### src/aecho_pkg.sv
`timescale 1ns / 1ps
`default_nettype none
// ----------------------------------------------------------------------------
// Echo delay line package
// Shared constants, register indexes, state codes and arithmetic helpers.
// ----------------------------------------------------------------------------
package aecho_pkg;

    localparam int StoreDepth = 65536;
    localparam int AddrW      = $clog2(StoreDepth);
    localparam int LenW       = AddrW + 1;
    localparam int FracW      = AddrW + 8;
    localparam int CfgIdxW    = 3;
    localparam int CfgDataW   = 17;
    localparam int QueueDepth = 2;
    localparam logic [15:0] MixPassLimit   = 16'd327;
    localparam logic [15:0] GainOne        = 16'h8000;
    localparam logic [15:0] ReadStartReset = 16'd512;

    typedef enum logic [CfgIdxW-1:0] {
        REG_ECHO_LENGTH  = 3'd0,
        REG_READ_START   = 3'd1,
        REG_DECAY        = 3'd2,
        REG_MIX          = 3'd3,
        REG_PITCH_MODE   = 3'd4,
        REG_STEP_RATE    = 3'd5,
        REG_NARROW       = 3'd6,
        REG_SIGNED       = 3'd7
    } cfg_idx_t;

    typedef enum logic [3:0] {
        ST_IDLE,
        ST_READ,
        ST_CALC,
        ST_WRITE,
        ST_RUN_MOD,
        ST_RUN_READ,
        ST_RUN_CALC,
        ST_RUN_WRITE,
        ST_OUT
    } eng_state_t;

    // Classified item handed from front to back.
    typedef struct packed {
        logic               src;
        logic               pass;
        logic signed [15:0] s;
        logic [15:0]        pass_val;
    } item_t;

    // Shift right by 15, rounding toward zero.
    function automatic logic signed [33:0] trunc_q15(input logic signed [48:0] v);
        logic signed [48:0] t;
        t = v[48] ? (v + 49'sd32767) : v;
        return t[48:15];
    endfunction

    function automatic logic signed [15:0] sat16(input logic signed [33:0] v);
        if (v > 34'sd32767) return 16'sh7fff;
        if (v < -34'sd32768) return 16'sh8000;
        return v[15:0];
    endfunction

    function automatic logic signed [15:0] sat8(input logic signed [33:0] v);
        if (v > 34'sd127) return 16'sd127;
        if (v < -34'sd128) return -16'sd128;
        return v[15:0];
    endfunction

endpackage
`default_nettype wire

### src/aecho_front.sv
`timescale 1ns / 1ps
`default_nettype none
// ----------------------------------------------------------------------------
// Echo delay line front end
// Accepts samples, converts format, decides the low-mix pass, feeds a queue.
// ----------------------------------------------------------------------------
module aecho_front (
    input  wire                  aclk,
    input  wire                  aresetn,
    input  wire                  s_valid,
    output logic                 s_ready,
    input  wire                  s_has_source,
    input  wire  [15:0]          s_sample_in,
    input  wire                  narrow,
    input  wire                  sgn,
    input  wire  [15:0]          mix,
    input  wire                  q_pop,
    output logic                 q_valid,
    output aecho_pkg::item_t     q_item
);
    import aecho_pkg::*;

    item_t             mem_reg [QueueDepth];
    logic              wr_ptr_reg, rd_ptr_reg;
    logic [1:0]        cnt_reg;
    item_t             cls;
    logic [15:0]       b;

    // Classify the incoming transfer
    always_comb begin
        cls.src = s_has_source;
        cls.pass = (mix <= MixPassLimit);
        if (narrow) begin
            b = {8'd0, s_sample_in[7:0] ^ (sgn ? 8'h00 : 8'h80)};
            cls.s = {{8{b[7]}}, b[7:0]};
        end else begin
            b = s_sample_in ^ (sgn ? 16'h0000 : 16'h8000);
            cls.s = b;
        end
        if (!s_has_source) cls.s = '0;
        if (s_has_source) cls.pass_val = narrow ? {8'd0, s_sample_in[7:0]} : s_sample_in;
        else if (sgn) cls.pass_val = '0;
        else cls.pass_val = narrow ? 16'h0080 : 16'h8000;
    end

    assign s_ready = (cnt_reg != 2'(QueueDepth));
    assign q_valid = (cnt_reg != 2'd0);
    assign q_item  = mem_reg[rd_ptr_reg];

    // Queue storage
    always_ff @(posedge aclk) begin
        if (s_valid && s_ready) mem_reg[wr_ptr_reg] <= cls;
    end

    // Queue pointers
    always_ff @(posedge aclk) begin
        if (!aresetn) begin
            wr_ptr_reg <= 1'b0;
            rd_ptr_reg <= 1'b0;
            cnt_reg    <= 2'd0;
        end else begin
            if (s_valid && s_ready) wr_ptr_reg <= ~wr_ptr_reg;
            if (q_pop) rd_ptr_reg <= ~rd_ptr_reg;
            cnt_reg <= cnt_reg + 2'(s_valid && s_ready) - 2'(q_pop);
        end
    end
endmodule
`default_nettype wire

### config.mk
export PLATFORM = sky130hd
export DESIGN_NAME = aecho_front
export DESIGN_NICKNAME = d
export VERILOG_FILES = /design/src/aecho_pkg.sv /design/src/aecho_front.sv
export SDC_FILE = /design/constraint.sdc
export NUM_CORES = 1
export LEC_CHECK = 0
export BUFFER_PORTS_ARGS = -buffer_cell sky130_fd_sc_hd__buf_2
export CORE_ASPECT_RATIO = 0.6
export CORE_MARGIN = 10
export CORE_UTILIZATION = 38
export CTS_BUF_LIST = sky130_fd_sc_hd__clkbuf_8
export CTS_CLUSTER_DIAMETER = 30
export DETAILED_ROUTE_END_ITERATION = 7
export GPL_TIMING_DRIVEN = 0
export PLACE_DENSITY = 0.63
export SYNTH_ARGS = -nofsm -noshare
export SYNTH_HDL_FRONTEND = slang
export SYNTH_SLANG_ARGS = --single-unit
### constraint.sdc
create_clock -name aclk -period 2.25 [get_ports aclk]
set_input_delay 0.1125 -clock aclk [delete_from_list [all_inputs] [get_ports aclk]]
set_output_delay 0.1125 -clock aclk [all_outputs]
set_load 0.05 [all_outputs]
# --- Word level (Yosys, flattened, before mapping) ---
# Memory sizes are Yosys's and may differ from the RTL's. A register that Yosys moved wholly into a read port is not among the register bits.
# Cells that the tools add are included.
classes:
  bitwise_logic: 4
  add_sub_neg: 2
  n_lt_le_gt_ge: 1
  mux: 12
  reduce_logical: 2
  eq_ne: 1
op_table:
  columns: ["cell", "count"]
  rows:
  - ["two-way mux 16 bit", 7]
  - ["<= comparator 16 x 9 -> 1 bit, second input constant", 1]
  - ["bitwise XOR 16 bit", 1]
  - ["two-way mux 8 bit", 1]
  - ["bitwise XOR 8 bit", 1]
  - ["two-way mux 1 bit", 4]
  - ["adder 2 x 1 -> 2 bit", 1]
  - ["!= test 2 bit, second input constant", 1]
  - ["NOT 1 bit", 2]
  - ["nonzero test 2 bit", 1]
  - ["subtractor 2 x 1 -> 2 bit", 1]
  - ["logical AND 1 bit", 1]
word_totals:
  wordCells: 26
  mem_count: 1
  ram_bits: 68
  regBits: 4
  out_inout_bits: 36
memory_table:
  columns: ["name", "depth", "width", "read_ports", "rd_ports_with_merged_regs", "wr", "line", "text"]
  rows:
  - ["mem_reg", 2, 34, 1, 1, 1, "aecho_front.sv:23", "item_t mem_reg [QueueDepth];"]

# --- Logic depth before layout (Yosys ltp) ---
# Gate-level depths: netlist (run 1).
depth:
  depth_word: 4
  depth_mapped: 8
  ltp_nobuf: 8

# --- Worst setup path before layout (run 1) ---
# Ideal clock, no wire load.
synth_path:
  kind: "register to register"
  startpoint: "register cnt_reg[0]"
  endpoint: "memory mem_reg[0][10] (netlist bit) (enable)"
  setup_time_ns: 0.411
  slack_ns: -0.316
  synth_period_minus_slack_ns: 2.566
  t_arrival_ns: 2.155
  n_path_buf: 0
  required_time_ns: 1.839
  path_stages_with_launch: 4
  path_cell_list: "dfxtp_1 -> nand2b_1 -> nand2_1 -> nor2_1"
synth_via:
  elab_chain_cells: 4
synth_rtl:
  columns: ["item", "line", "text"]
  rows:
  - ["start, declared", "aecho_front.sv:25", "logic [1:0] cnt_reg;"]
  - ["start signal, assigned", "aecho_front.sv:64", "cnt_reg <= cnt_reg + 2'(s_valid && s_ready) - 2'(q_pop);"]
  - ["!= test 2 bit", "aecho_front.sv:46", "assign s_ready = (cnt_reg != 2'(QueueDepth));"]
  - ["via s_ready", "aecho_front.sv:11", "output logic s_ready,"]
  - ["logical AND 1 bit", "aecho_front.sv:52", "if (s_valid && s_ready) mem_reg[wr_ptr_reg] <= cls;"]
  - ["two-way mux 1 bit", "aecho_front.sv:52", null]
  - ["two-way mux 1 bit (not written as such)", "aecho_front.sv:52", null]
  - ["end, declared", "aecho_front.sv:23", null]
# The timed path passes the listed nets, and every way through them passes these cells.

==> out/results.tsv, run 1 <==
metric	value	unit
holdPathEnd	rd_ptr_reg$_SDFFE_PN0P_	
die_w	127	microns
status	complete, no violations	
critPathKind	reg -> out	
clock_sinks	59	
synth_cell_type_count	28	
power_density	1040	mW/mm^2
cts-htree-levels	3	
grt_max_degree	28	
die-area	0.0106	sq mm
num-nets-final	286	
gp_congestion	0.748	
synth_fp_nets	204	
clk_pin_slew	0.06	ns
clockBufferDepth	2	
cpMostUsedCell	buf_4	
grt_usage	0.0998	
max_stage_delay	0.32	ns
ant_nets	0	
fin_crit	1.79	ns
yosysWarnings	0	
slew-limit-headroom	0.467	
dp_worst_setup_slack	0.264	ns
routed_via_density	4.49	
min_from	aresetn	
core_area	0.00665	sq mm
arrival	1.67	ns
drtIter0Drc	54	
cts_root_buf	clkbuf_8	
path_max_fanout	10	
crit_family	buffers and inverters	
largest_reg_flops	54	
cp_num_buf_inv	4	
dr.pass1.iters	4	
cp_slowest_cell	mux2_4	
grt_overflow	0	
cap_violations	0	
whs_path_depth	2	
layout_commonest_cell	buf_2	
final_cell_mix	buf_2 (72), edfxtp_1 (54), mux2_4 (20)	
postCtsHoldBufs	0	
grt_pass1_vias	1628	
hold_violations	0	
rsz0062_at_grt	no	
wirelength	5120	microns
hpwl	3740	microns
p_leak	1.35	nW
dp_cells	321	
synthArstFlopShare	0	
irDropWorstVdd	0.440	mV
reg2reg_depth	8	
fp.dieH	83.9	microns
drc	0	
hp-class	in -> reg	
cts_setup_buffers	0	
route.vias.total	1504	
drive_gt1_frac	0.492	
cts_resized	0	
ff2ff_setup_slack	0.60	ns
ys_seq_elements	59	
insertedDiodeCount	0	
period_share	0.794	
rows	23	
netlist_instances	163	
synth_edf_count	54	
ys_seq_area_frac	0.666	
synth_area_per_cell	15.9	sq um
cts_tree	yes	
grt_pass1_wl	8290	microns
detail_route.wl_per_cell	15.3	microns
fin_tns_setup	0	ns
skew	0.00566	ns
max_freq	560	MHz
r2r_start	cnt_reg[0]$_SDFF_PN0_	
tightest_slew	0.798	ns
layout_setup_ws	0.465	ns
syn2layout_area_growth	23.9	%
syn_area	0.00259	sq mm
drv_slew	0	
antenna_found_initial	0	
portBuffers	71	
cp-end-kind	output port	
cts_buffers	9	
clk_latency	0.33	ns
fin_cells	335	
num_io_pins	75	
p_total	0.00332	W
start_util	0.389	
setup_viol	0	
synth_top_flop_cell	edfxtp_1	
startpoint_type	flop	
path_cells	buf_4 -> buf_6 -> mux2_4 -> buf_4 -> buf_2	
r2r-end	cnt_reg[1]$_SDFF_PN0_	
required	2.14	ns
-- synthesized netlist by cell type (3+ instances only) --
master	count	area, sq um
and2_1	19	119
buf_4	9	67.6
dfxtp_1	5	100
edfxtp_1	54	1620
mux2_1	5	56.3
mux2_4	20	300
nand2_1	3	11.3
nor2_1	19	71.3
xnor2_1	3	26.3
-- logic make-up (layout without fill, tap and decap cells) --
logic type      Yosys count  count (layout)  synth area share
buf+inv                  14              99            0.0397
mux                      29              29             0.154
flops                    59              59             0.666
fa+ha+maj                 2               2           0.00967
compound gates            5               5            0.0164
xor+xnor                  5               5            0.0169
simple gates             49              49            0.0972
-- worst max path at each step --
stage,startpoint,end,depth (start not counted)
floorplan,cnt_reg[0]$_SDFF_PN0_,mem_reg[0][10]$_DFFE_PP_,3
global placement,cnt_reg[0]$_SDFF_PN0_,mem_reg[0][14]$_DFFE_PP_,3
detailed placement,cnt_reg[0]$_SDFF_PN0_,mem_reg[1][24]$_DFFE_PP_,2
CTS,cnt_reg[0]$_SDFF_PN0_,mem_reg[1][26]$_DFFE_PP_,2
global route,flop,q_item[22],5
finish,flop,q_item[17],5
-- layout make-up --
type | count | area [sq um]
fillers | 601 | 3440
flip-flops and latches | 59 | 1720
multi-input cells | 90 | 771
repair buffers | 71 | 355
clock buffers | 9 | 124
well taps | 87 | 109
plain buffers | 12 | 95.1
clock inverters | 5 | 22.5
inverters | 2 | 7.51
-- per-stage QoR --
| step | util | hold WS, ns | area (sq um) |
|---|---|---|---|
| 6_report | 0.482 | 0.0700 | 3210 |
| 5_1_grt | 0.482 | 0.0605 | 3210 |
| 3_3_place_gp | 0.459 | 0.394 | 3050 |
| 2_1_floorplan | - | 0.211 | 2590 |
| 4_1_cts | 0.482 | 0.0531 | 3200 |
| 3_5_place_dp | 0.460 | 0.400 | 3060 |
-- worst register-to-register path, stage by stage (launching register included) --
cell and delay [ns]:
dfxtp_1 0.34, nand2b_1 0.14, nand2_1 0.14, ha_1 0.31, inv_1 0.04, ha_1 0.17, xnor2_1 0.13, xnor2_1 0.12
and2_1 0.15
-- power by group --
part | internal (W) | total [W] | switching [W]
registers | 0.00140 | 0.00145 | 0.0000475
logic | 0.000344 | 0.00113 | 0.000786
clock network | 0.000372 | 0.000741 | 0.000369
total | 0.00212 | 0.00332 | 0.00120
-- routing by layer --
| layer | global-route usage | wire (microns) | vias up |
|---|---|---|---|
| met3 | 0.0596 | 402 | 2 |
| met2 | 0.150 | 2340 | 50 |
| li1 | - | - | 746 |
| met4 | 0.0402 | 31 | 0 |
| met1 | 0.112 | 2340 | 706 |
| met5 | 0 | 0 | - |
Note: power is estimated with default switching activity, not from simulation.
==> run 2, diff against run 1 <==
Settings changed: PLACE_DENSITY 0.63 to 0.61.
Clock period 2.25 ns to 1.68 ns, I/O delays scaled along.
==> out/results.tsv, run 2 (synthesized netlist as in run 1, its figures left out) <==
metric	value	unit
status	complete, no violations	
clock_sinks	59	
critPathKind	reg -> out	
required	1.60	ns
syn2layout_area_growth	27.2	%
ff2ff_setup_slack	0.10	ns
grt_pass1_wl	8350	microns
rsz0062_at_grt	no	
r2r-end	cnt_reg[1]$_SDFF_PN0_	
cts_buffers	9	
drv_slew	0	
power_density	1390	mW/mm^2
layout_commonest_cell	buf_2	
drive_gt1_frac	0.504	
startpoint_type	flop	
slew-limit-headroom	0.531	
clk_pin_slew	0.06	ns
rows	23	
dr.pass1.iters	4	
postCtsHoldBufs	0	
wirelength	5390	microns
max_freq	621	MHz
insertedDiodeCount	0	
ant_nets	0	
clk_latency	0.32	ns
min_from	aresetn	
r2r_start	cnt_reg[0]$_SDFF_PN0_	
drtIter0Drc	45	
final_cell_mix	buf_2 (65), edfxtp_1 (54), mux2_4 (20)	
whs_path_depth	2	
skew	0.00527	ns
period_share	0.958	
placed_cell_area	0.00307	sq mm
die_w	127	microns
grt_pass1_vias	1659	
whs	0.0424	ns
reg2reg_depth	8	
design_area	0.00329	sq mm
largest_reg_flops	54	
fin_tns_setup	0	ns
cts_tree	yes	
grt_max_degree	28	
grt_usage	0.0999	
setup_viol	0	
hpwl	3830	microns
dp_worst_setup_slack	0.0379	ns
hold_violations	0	
layout_setup_ws	0.0705	ns
start_util	0.389	
hp-class	in -> reg	
clockBufferDepth	2	
p_total	0.00457	W
route.vias.total	1532	
arrival	1.53	ns
die-area	0.0106	sq mm
path_max_fanout	10	
irDropWorstVdd	0.693	mV
cts-htree-levels	3	
detail_route.wl_per_cell	15.9	microns
gp_congestion	0.720	
tightest_slew	0.702	ns
grt_overflow	0	
cts_root_buf	clkbuf_8	
holdPathEnd	rd_ptr_reg$_SDFFE_PN0P_	
p_leak	1.39	nW
cap_violations	0	
num_io_pins	75	
drc	0	
fin_crit	1.61	ns
fp.dieH	83.9	microns
routed_via_density	4.52	
core_area	0.00665	sq mm
num-nets-final	288	
cp-end-kind	output port	
antenna_found_initial	0	
portBuffers	71	
run 2: cell count changes in the layout (fill, tap and decap cells not counted), sizes merged:
cell / delta
clkinv: -1
inv: +3
buf: +1
nor2: +1
run 2: what timing repair did:
action                     CTS  global route
gates cloned                 0             1
setup endpoints to repair    7            31
gates resized for setup     10             6
pin swaps                    0             1
setup buffers                1             0
run 2: critical path, cell delays in order, from the launching register on:
cell and delay (ns):
dfxtp_1 0.32, buf_6 0.12, buf_12 0.14, mux2_4 0.31, buf_4 0.13, buf_4 0.18
run 2: per-layer routing:
metal  track usage  wire, microns  vias to the layer above
li1              -              -                      751
met1         0.118           2500                      728
met2         0.151           2490                       51
met3        0.0514            388                        2
met4        0.0371             17                        0
met5             0              0                        -
run 2: how the worst max path moves through the flow:
stage                           from                        to  slack [ns]
2_1_floorplan  cnt_reg[0]$_SDFF_PN0_     cnt_reg[1]$_SDFF_PN0_        0.04
3_3_place_gp   cnt_reg[0]$_SDFF_PN0_  mem_reg[0][28]$_DFFE_PP_        0.06
3_5_place_dp   cnt_reg[0]$_SDFF_PN0_  mem_reg[0][13]$_DFFE_PP_        0.04
4_1_cts        cnt_reg[0]$_SDFF_PN0_  mem_reg[0][31]$_DFFE_PP_        0.03
5_1_grt                         flop                q_item[21]       0.005
6_report                        flop                q_item[21]        0.07
run 2: power breakdown:
| group | internal [W] | switching (W) | total [W] |
|---|---|---|---|
| Combinational | 0.000523 | 0.00109 | 0.00161 |
| Sequential | 0.00188 | 0.0000723 | 0.00195 |
| Clock | 0.000503 | 0.000504 | 0.00101 |
| Total | 0.00290 | 0.00166 | 0.00457 |
run 2: through the flow:
step	std cells	util
final	339	0.495
after global routing	339	0.495
after CTS	338	0.490
after detailed placement	321	0.462
after global placement	321	0.462
after floorplan	163	-
run 2: area by class of cell:
type,count,area (sq um)
fill,613,3360
buffer,12,108
clock inverter,7,28.8
tap,87,109
inverter,2,7.51
clock buffer,9,124
sequential,59,1720
timing repair buffer,72,392
multi-input combinational,91,800
